**src/hw/rtl/strq_pkg.sv**
```systemverilog
package strq_pkg;

    localparam int unsigned LEAVES_DEFAULT = 1024;

    localparam int unsigned DATA_W     = 64;
    localparam int unsigned CMD_W      = 1;
    localparam int unsigned LEAF_IDX_W = 10;
    localparam int unsigned RANGE_W    = 11;
    localparam int unsigned MODE_W     = 2;

    typedef logic signed [DATA_W-1:0] data_t;

    typedef enum logic [MODE_W-1:0] {
        MODE_MIN = 2'd0,
        MODE_MAX = 2'd1,
        MODE_SUM = 2'd2
    } mode_t;

    localparam logic [MODE_W-1:0] MODE_INVALID = 2'd3;

    localparam logic [CMD_W-1:0] CMD_UPDATE = 1'b0;
    localparam logic [CMD_W-1:0] CMD_QUERY  = 1'b1;

    localparam data_t ID_MIN = 64'sd10000000000000000;
    localparam data_t ID_MAX = -64'sd10000000000000000;
    localparam data_t ID_SUM = 64'sd0;

    typedef enum logic [2:0] {
        ST_CLEAR,
        ST_IDLE,
        ST_UPD_LEAF,
        ST_UPD_UP,
        ST_Q_ISSUE,
        ST_Q_STEP,
        ST_Q_DONE
    } state_t;

    typedef struct packed {
        logic load;
        logic clr_start;
        logic clr_step;
        logic upd_leaf;
        logic upd_up;
        logic q_issue;
        logic q_step;
        logic out_load;
    } ctrl_cmd_t;

    typedef struct packed {
        logic is_query;
        logic upd_ok;
        logic cfg_ok;
        logic clr_last;
        logic upd_root;
        logic q_live;
    } dp_status_t;

    function automatic data_t identity_of(mode_t mode);
        data_t res;
        case (mode)
            MODE_MIN: res = ID_MIN;
            MODE_MAX: res = ID_MAX;
            default:  res = ID_SUM;
        endcase
        return res;
    endfunction

    function automatic data_t combine(mode_t mode, data_t a, data_t b);
        data_t res;
        case (mode)
            MODE_MIN: res = (b < a) ? b : a;
            MODE_MAX: res = (a < b) ? b : a;
            default:  res = a + b;
        endcase
        return res;
    endfunction

endpackage

```
**src/hw/rtl/strq_ctrl.sv**
```systemverilog
module strq_ctrl (
    input  logic                  clk,
    input  logic                  rst_n,
    input  logic                  cfg_wr_en,
    input  logic                  req_valid,
    output logic                  req_ready,
    output logic                  rsp_valid,
    input  logic                  rsp_ready,
    input  strq_pkg::dp_status_t  status,
    output strq_pkg::ctrl_cmd_t   ctl
);

    strq_pkg::state_t state_reg, state_next;
    logic             out_valid_reg, out_valid_next;
    logic             restart;
    logic             accept;
    logic             slot_free;

    assign restart   = cfg_wr_en && status.cfg_ok;
    assign req_ready = (state_reg == strq_pkg::ST_IDLE) && !cfg_wr_en;
    assign accept    = req_valid && req_ready;
    assign slot_free = !out_valid_reg || rsp_ready;
    assign rsp_valid = out_valid_reg;

    always_comb
    begin
        state_next = state_reg;
        unique case (state_reg)
            strq_pkg::ST_CLEAR:
            begin
                if (status.clr_last)
                begin
                    state_next = strq_pkg::ST_IDLE;
                end
            end
            strq_pkg::ST_IDLE:
            begin
                if (accept)
                begin
                    if (status.is_query)
                    begin
                        state_next = strq_pkg::ST_Q_ISSUE;
                    end
                    else if (status.upd_ok)
                    begin
                        state_next = strq_pkg::ST_UPD_LEAF;
                    end
                end
            end
            strq_pkg::ST_UPD_LEAF:
            begin
                state_next = strq_pkg::ST_UPD_UP;
            end
            strq_pkg::ST_UPD_UP:
            begin
                if (status.upd_root)
                begin
                    state_next = strq_pkg::ST_IDLE;
                end
            end
            strq_pkg::ST_Q_ISSUE:
            begin
                state_next = strq_pkg::ST_Q_STEP;
            end
            strq_pkg::ST_Q_STEP:
            begin
                if (!status.q_live)
                begin
                    state_next = strq_pkg::ST_Q_DONE;
                end
            end
            strq_pkg::ST_Q_DONE:
            begin
                if (slot_free)
                begin
                    state_next = strq_pkg::ST_IDLE;
                end
            end
            default:
            begin
                state_next = strq_pkg::ST_IDLE;
            end
        endcase
        if (restart)
        begin
            state_next = strq_pkg::ST_CLEAR;
        end
    end

    always_comb
    begin
        ctl            = '0;
        ctl.clr_start  = restart;
        ctl.load       = accept;
        out_valid_next = out_valid_reg && !rsp_ready;
        unique case (state_reg)
            strq_pkg::ST_CLEAR:
            begin
                ctl.clr_step = !restart;
            end
            strq_pkg::ST_UPD_LEAF:
            begin
                ctl.upd_leaf = 1'b1;
            end
            strq_pkg::ST_UPD_UP:
            begin
                ctl.upd_up = 1'b1;
            end
            strq_pkg::ST_Q_ISSUE:
            begin
                ctl.q_issue = 1'b1;
            end
            strq_pkg::ST_Q_STEP:
            begin
                ctl.q_step = 1'b1;
            end
            strq_pkg::ST_Q_DONE:
            begin
                ctl.out_load = slot_free;
                if (slot_free)
                begin
                    out_valid_next = 1'b1;
                end
            end
            default:
            begin
                ctl.q_issue = 1'b0;
            end
        endcase
    end

    always_ff @(posedge clk or negedge rst_n)
    begin
        if (!rst_n)
        begin
            state_reg     <= strq_pkg::ST_CLEAR;
            out_valid_reg <= 1'b0;
        end
        else
        begin
            state_reg     <= state_next;
            out_valid_reg <= out_valid_next;
        end
    end

endmodule

```
**config.mk**
```make
export PLATFORM = sky130hd
export DESIGN_NAME = strq_ctrl
export DESIGN_NICKNAME = d
export VERILOG_FILES = /design/src/hw/rtl/strq_pkg.sv /design/src/hw/rtl/strq_ctrl.sv
export SDC_FILE = /design/constraint.sdc
export NUM_CORES = 1
export LEC_CHECK = 0
export ABC_AREA = 1
export BUFFER_PORTS_ARGS = -buffer_cell sky130_fd_sc_hd__buf_2
export CAP_MARGIN = 20
export CORE_AREA = 2 2 39 41
export DETAILED_ROUTE_END_ITERATION = 10
export DIE_AREA = 0 0 41 43
export HOLD_SLACK_MARGIN = 0.15
export PLACE_DENSITY = 0.7
export SLEW_MARGIN = 25
export SYNTH_ARGS = -nofsm -noshare
export SYNTH_HDL_FRONTEND = slang
export SYNTH_SLANG_ARGS = --single-unit
export TNS_END_PERCENT = 50
```
**constraint.sdc**
```tcl
create_clock -name clk -period 2.1 [get_ports clk]
set_clock_uncertainty 0.05 [all_clocks]
set_input_delay 0.105 -clock clk [delete_from_list [all_inputs] [get_ports clk]]
set_output_delay 0.105 -clock clk [all_outputs]
set_load 0.01 [all_outputs]
```
Word level (Yosys, flattened, before mapping)
Cells that the tools add are included.
{"block": "word_totals", "out_inout_bits": 10, "word_cells": 42, "input_bits": 11, "reg_bits": 4}
{"block": "op_classes", "n_mux": 17, "n_eq_ne": 12, "n_reduce_logical": 11}
{"op": "$mux W3", "n": 8}
{"op": "$pmux W3 S7", "n": 1}
{"op": "$ne A3 B3 Y1 const B", "n": 5}
{"op": "$eq A3 B3 Y1 const B", "n": 3}
{"op": "$mux W1", "n": 8}
{"op": "$eq A3 B2 Y1 const B", "n": 2}
{"op": "$reduce_and A6 Y1", "n": 1}
{"op": "$logic_and A1 B1 Y1", "n": 4}
{"op": "$logic_not A1 Y1", "n": 4}
{"op": "$ne A4 B4 Y1 const B", "n": 1}
{"op": "$eq A3 B1 Y1 const B", "n": 1}
{"op": "$logic_not A3 Y1", "n": 1}
{"op": "$logic_or A1 B1 Y1", "n": 1}

Depth between registers and ports, before layout
Gate-level depths: netlist (run 1).
{"block": "logic_depth", "ltp_word": 6, "ltp_mapped": 9, "depth_no_buf": 9}

Worst setup path before layout (run 1)
Ideal clock, no wire load.
{"block": "synth_path", "path_kind": "register to register", "startpoint": "register state_reg[0]", "endpoint": "register state_reg[1]", "stages_incl_launch_ff": 10, "required_ns": 1.932, "setup_ns": 0.118, "arrival_time_ns": 1.044, "synth_period_minus_slack_ns": 1.212, "slack_ns": 0.888, "n_path_buf": 1, "path_cell_list": "dfrtp_1 > buf_6 > inv_2 > nand3_2 > nor2_2 > inv_1 > nand2_2 > nor2_4 > nor2_1 > nor2_2"}
{"block": "synth_between", "elab_chain_len": 5, "word_cells_on_any_way": 18, "classes_between": "eq/ne (12); mux (2); reduce/logical (4)"}
{"item": "start, declared", "line": "strq_ctrl.sv:13", "source": "strq_pkg::state_t state_reg, state_next;"}
{"item": "start signal, assigned", "line": "strq_ctrl.sv:136", "source": "state_reg <= strq_pkg::ST_CLEAR;"}
{"item": "start signal, assigned", "line": "strq_ctrl.sv:141", "source": "state_reg <= state_next;"}
{"item": "$eq A3 B1 Y1", "line": "strq_ctrl.sv:20, strq_ctrl.sv:28"}
{"item": "$logic_and A1 B1 Y1", "line": "strq_ctrl.sv:20", "source": "assign req_ready = (state_reg == strq_pkg::ST_IDLE) && !cfg_wr_en;"}
{"item": "$logic_and A1 B1 Y1", "line": "strq_ctrl.sv:21", "source": "assign accept = req_valid && req_ready;"}
{"item": "$ne A3 B3 Y1 (no source line)"}
{"item": "$reduce_and A6 Y1 (no source line)"}
Parallel ways exist; a longest one is shown, timed or not.
A chain may end at the register's enable or synchronous reset.

Worst setup path in the final report (run 1)
{"block": "layout_path", "startpoint": "register state_reg[2]", "endpoint": "register state_reg[2]"}
Same word-level chain as after synthesis.

==> results of run 1 <==
synth_stat cells:
| master | count |
|---|---|
| nand3_1 | 4 |
| a22oi_1 | 1 |
| buf_6 | 2 |
| nor3_2 | 1 |
| nand4_1 | 1 |
| nor2_2 | 6 |
| nor2_1 | 15 |
| nor2_4 | 2 |
| a21oi_1 | 1 |
| inv_2 | 3 |
| nor3_1 | 1 |
| nand2_1 | 8 |
| buf_4 | 2 |
| nand2_2 | 2 |
| nand4_2 | 1 |
| nand2_4 | 1 |
| inv_1 | 8 |
| nand3_2 | 3 |
| dfrtp_1 | 4 |
| o21ai_2 | 1 |
metal layers:
| metal | vias up | wire length, um | track usage (%) |
|---|---|---|---|
| met5 | - | 0 | 0 |
| met3 | 0 | 48 | 1.57 |
| met1 | 218 | 456 | 14.9 |
| li1 | 250 | - | - |
| met2 | 14 | 557 | 21.9 |
| met4 | 0 | 0 | 6.00 |
cell usage in the layout, fill, tap and decap left out, drive strengths merged:
cell type,instances
a22oi,1
inv,11
buf,20
dlygate4sd3,3
nand3,7
a21oi,1
nor2,23
clkbuf,3
nor3,2
nand2,11
dfrtp,4
nand4,2
o21ai,1
worst min path at each step:
| stage | slack, ns | startpoint | to |
|---|---|---|---|
| after floorplan | -0.24 | rst_n | rsp_valid |
| after global placement | -0.13 | rst_n | rsp_valid |
| after detailed placement | -0.13 | rst_n | rsp_valid |
| after CTS | 0.15 | rst_n | state_reg[2] |
| after global routing | 0.16 | rst_n | state_reg[2] |
| final | 0.15 | rst_n | state_reg[2] |
metrics by stage:
step	utilization [%]	setup WS (ns)	hold slack, ns	instances
global route	42.6	0.485	0.162	105
global placement	38.8	0.635	-0.135	99
floorplan	-	0.888	-0.241	67
finish	42.6	0.602	0.152	105
CTS	42.6	0.608	0.151	105
detailed placement	38.8	0.615	-0.133	99
logic make-up (layout without fill, tap and decap cells):
logic type	after synthesis	after routing	share of synthesized area, %
AND/OR/NAND/NOR	45	45	55.9
buffers and inverters	15	37	17.4
flip-flops	4	4	22.0
AO/OA/AOI/OAI	3	3	4.68
critical path: stages, from the launching register on:
cell and delay [ns]:
dfrtp_1 0.59, inv_2 0.13, nand3_2 0.12, nor2_1 0.05
nor2_1 0.20, nand3_1 0.11, nand2_1 0.10, nor2_2 0.04
layout make-up:
class	count	area (um2)	share of cell area (%)
Multi-Input combinational cell	48	275	46.7
Timing Repair Buffer	23	130	22.1
Sequential cell	4	100	17.0
Inverter	11	41.3	7.01
Clock buffer	3	22.5	3.82
Tap cell	16	20.0	3.40
power by group through the flow:
stage / logic (mW) / clock network [mW] / registers, mW
after floorplan: 0.467 / 0 / 0.140
after global placement: 0.488 / 0 / 0.193
after detailed placement: 0.493 / 0 / 0.198
after CTS: 0.502 / 0.101 / 0.196
after global routing: 0.557 / 0.107 / 0.201
final: 0.497 / 0.0984 / 0.198
==> impl_metrics.ini, run 1 <==
[critical_path]
critPathCaptureType = register
r2r_setup_slack_ns = 0.60
timing.critical_path.required_ns = 2.18
worst_setup_path_startpoint = state_reg[2]
critPathCapture = state_reg[2]
worstSetupStartpointType = register
worstPathArrival_ns = 1.57
critical_path_peak_fanout = 8
worst_r2r_startpoint = state_reg[2]
setup.worst_path.class = register to register
r2r-end = state_reg[2]
worst-r2r-cell-count = 7

[logic_synthesis]
syn_nets = 78
synth-seq-area-share_pct = 22.0
synth.lib_cells_used.distinct = 20
synth_warnings = 0
synth_top_area_share_pct = 22.0
yosys.area.top_type = dfrtp_1
top_cells_by_area_synth = dfrtp_1 (22%), nor2_1 (12%), nor2_2 (8.3%), nand3_2 (6.6%), inv_1 (6.6%)
post_syn_instances = 67
synth.ff_latch_count = 4
post_synthesis_instance_area_um2 = 454
postSynthAreaPerCell_um2 = 6.78

[floorplanning]
boundaryPins = 21
die_w_um = 41
floorplan_die_area_um2 = 1760
core_ar_um2 = 1380
rows = 14
start_util_pct = 32.8
floorplan.die.height_um = 43

[sta]
setup_total_negative_slack_ns = 0
hold_viol = 0
achievable-frequency_ghz = 0.668
worst-slew-pin-transition_ns = 0.416
timing.final.crit_period_ns = 1.50
finalSetupViolations = 0
maxSlewHeadroom_pct = 72.3
report.final.slew_viol_count = 0
min_period_over_period_pct = 71.3
grt_setup_unrepaired = false

[min_path]
min-delay-path-class = primary input to asynchronous set/reset pin

[power]
power_report.internal_total_mw = 0.372
cellPowerDensity_nw_per_um2 = 1350
total_switching_power_mw = 0.422
seq_power_share_pct = 25.0
pwr-share-comb_pct = 62.6
vdd_ir_drop_max_mv = 0.413
power.total_mw = 0.794
clockPowerShare_pct = 12.4
power.share.switching_pct = 53.1
leakage_nw = 0.351

[routing]
drt_iter0_drc = 12
drtAntennaViolNets = 0
firstDrtPassIters = 4
avgViaCountPerCell = 4.59
route.detailed.drc = 0
detail_route.wirelength_um = 1060
wl_per_cell_um = 10.1
num_vias = 482

[final_layout]
diodes = 0
finish.net_count = 102
area_delta_synth_final_pct = 29.8
largest_register_ff_count = 3
fraction_of_layout_cells_with_a_size_suffix_above_1_pct = 48.3
count_of_filler_cells_inserted_in_the_layout = 155
finish.instance_area_um2 = 589

[clock_tree]
holdBufCountCts = 3
cts_setup_buffers = 0
tritoncts = done
cts_root_buf = clkbuf_4
cts.sinks = 4
cts-buffers-inserted = 3
cts.reportedPaths.clkPinSlew_ns = 0.04
post_cts_resize_count = 0
cts_htree_levels = 1
clock_insertion_delay_worst_skew_ns = 0.24
clock_path_buffers = 2

[grt]
via_count_of_the_first_global_routing_pass = 427
first_pass_grt_wire_length_um = 1590
antenna_found_initial = 0
overflow = 0
grt_start_max_net_pins = 9
global_route.usage.total_pct = 12.9

[placed_design]
post_detailed_placement_cell_area_um2 = 537
finalWeightedCongestion = 0.746
detailed_place_hpwl_um = 834
number_of_buffers_added_on_ports = 20

[run]
max_cap_violations = 0

[run_status]
result_of_the_run = completed
(Power assumes the default switching activity.)
==> inputs of run 2 (changes only) <==
==> constraint.sdc (replaced) <==
create_clock -name clk -period 1.5 [get_ports clk]
set_clock_uncertainty 0.05 [all_clocks]
set_input_delay 0.075 -clock clk [delete_from_list [all_inputs] [get_ports clk]]
set_output_delay 0.075 -clock clk [all_outputs]
set_load 0.01 [all_outputs]
==> impl_metrics.ini, run 2 (synthesized netlist as in run 1, its figures left out) <==
[run_status]
result_of_the_run = completed

[final_layout]
area_delta_synth_final_pct = 35.3
commonest_non_fill_non_tap_cell_in_the_layout = buf_2
layout.cells.non_filler = 108
mostFrequentLayoutCells = buf_2 (20), nor2_1 (15), nand2_1 (8), inv_1 (8), nor2_2 (6)
diodes = 0
fraction_of_layout_cells_with_a_size_suffix_above_1_pct = 48.9
finish.net_count = 105
largest_register_ff_count = 3

[floorplanning]
rows = 14
die_w_um = 41
core_ar_um2 = 1380
floorplan.die.height_um = 43
boundaryPins = 21
floorplan_die_area_um2 = 1760
start_util_pct = 32.8

[sta]
timing.final.crit_period_ns = 1.41
achievable-frequency_ghz = 0.710
worst-slew-pin-transition_ns = 0.317
min_period_over_period_pct = 93.9
setup_total_negative_slack_ns = 0
maxSlewHeadroom_pct = 78.9
hold_viol = 0
finalSetupViolations = 0
report.final.slew_viol_count = 0
grt_setup_unrepaired = false

[run]
max_cap_violations = 0

[routing]
wl_per_cell_um = 10.3
detail_route.wirelength_um = 1110
route.detailed.drc = 0
drtAntennaViolNets = 0
num_vias = 491
drt_iter0_drc = 5
avgViaCountPerCell = 4.55
firstDrtPassIters = 4

[power]
cellPowerDensity_nw_per_um2 = 1860
vdd_ir_drop_max_mv = 0.492
leakage_nw = 0.365
power.total_mw = 1.15

[critical_path]
worst_setup_path_startpoint = state_reg[0]
worstPathArrival_ns = 1.28
setup.worst_path.class = register to primary output
critical_path_peak_fanout = 7
worstSetupStartpointType = register
timing.critical_path.required_ns = 1.37
critPathCaptureType = primary output
worst_r2r_startpoint = state_reg[0]

[clock_tree]
cts_setup_buffers = 0
cts-buffers-inserted = 3
cts_htree_levels = 1
clock_insertion_delay_worst_skew_ns = 0.23
post_cts_resize_count = 0
holdBufCountCts = 4
cts_root_buf = clkbuf_4
cts.sinks = 4
clock_path_buffers = 2
cts.reportedPaths.clkPinSlew_ns = 0.04
tritoncts = done

[placed_design]
numPlacedInstances = 101
detailed_place_hpwl_um = 895
finalWeightedCongestion = 0.749
number_of_buffers_added_on_ports = 20

[grt]
global_route.usage.total_pct = 15.0
antenna_found_initial = 0
overflow = 0
grt_start_max_net_pins = 8
first_pass_grt_wire_length_um = 1800
via_count_of_the_first_global_routing_pass = 485

[min_path]
worst_hold_startpoint = cfg_wr_en
min-delay-path-class = primary input to register
run 2: changes by cell type in the layout (fill, tap and decap cells not counted):
cell           before  now
buf_4               0    2
dlygate4sd3_1       3    4
run 2: per-stage QoR:
stage,hold slack [ns],setup WS [ns],cell area [um2],util (%)
6_report,0.167,0.0910,614,44.4
5_1_grt,0.188,0.0175,614,44.4
4_1_cts,0.165,0.0883,614,44.4
3_5_place_dp,-0.163,0.142,552,39.9
3_3_place_gp,-0.164,0.162,552,39.9
2_1_floorplan,-0.271,0.288,454,-
run 2: area by class of cell:
cell class | count | area, um2
tap | 16 | 20.0
inverter | 11 | 41.3
fill | 163 | 769
clock buffer | 3 | 22.5
timing repair buffer | 26 | 155
multi-input combinational | 48 | 275
sequential | 4 | 100
run 2: power breakdown:
group	switching [mW]	internal (mW)	leakage, nW
clock	0.0438	0.0895	0.0138
combinational	0.454	0.306	0.300
sequential	0.0925	0.159	0.0504
total	0.591	0.555	0.365
run 2: final timing paths:
| kind | slack [ns] | depth (start not counted) | to |
|---|---|---|---|
| max | 0.09 | 3 | ctl[4] |
| min | 0.17 | 4 | state_reg[2] |
| max reg2reg | 0.14 | 7 | state_reg[1] |
| min reg2reg | 0.58 | 4 | rsp_valid |
| max in group asynchronous | 0.54 | 3 | rsp_valid |
| min in group asynchronous | 0.69 | 3 | state_reg[2] |
run 2: worst max-delay path: stages, from the launching register on:
cell and delay (ns):
dfrtp_1 0.48, buf_4 0.20, nor3_2 0.21, buf_2 0.17
run 2: per-layer routing:
| layer | up-vias | track usage [%] | part of all wire [%] |
|---|---|---|---|
| li1 | 256 | - | - |
| met1 | 219 | 16.6 | 42 |
| met2 | 16 | 25.9 | 53 |
| met3 | 0 | 3.14 | 5.1 |
| met4 | 0 | 6.00 | 0 |
| met5 | - | 0 | 0 |
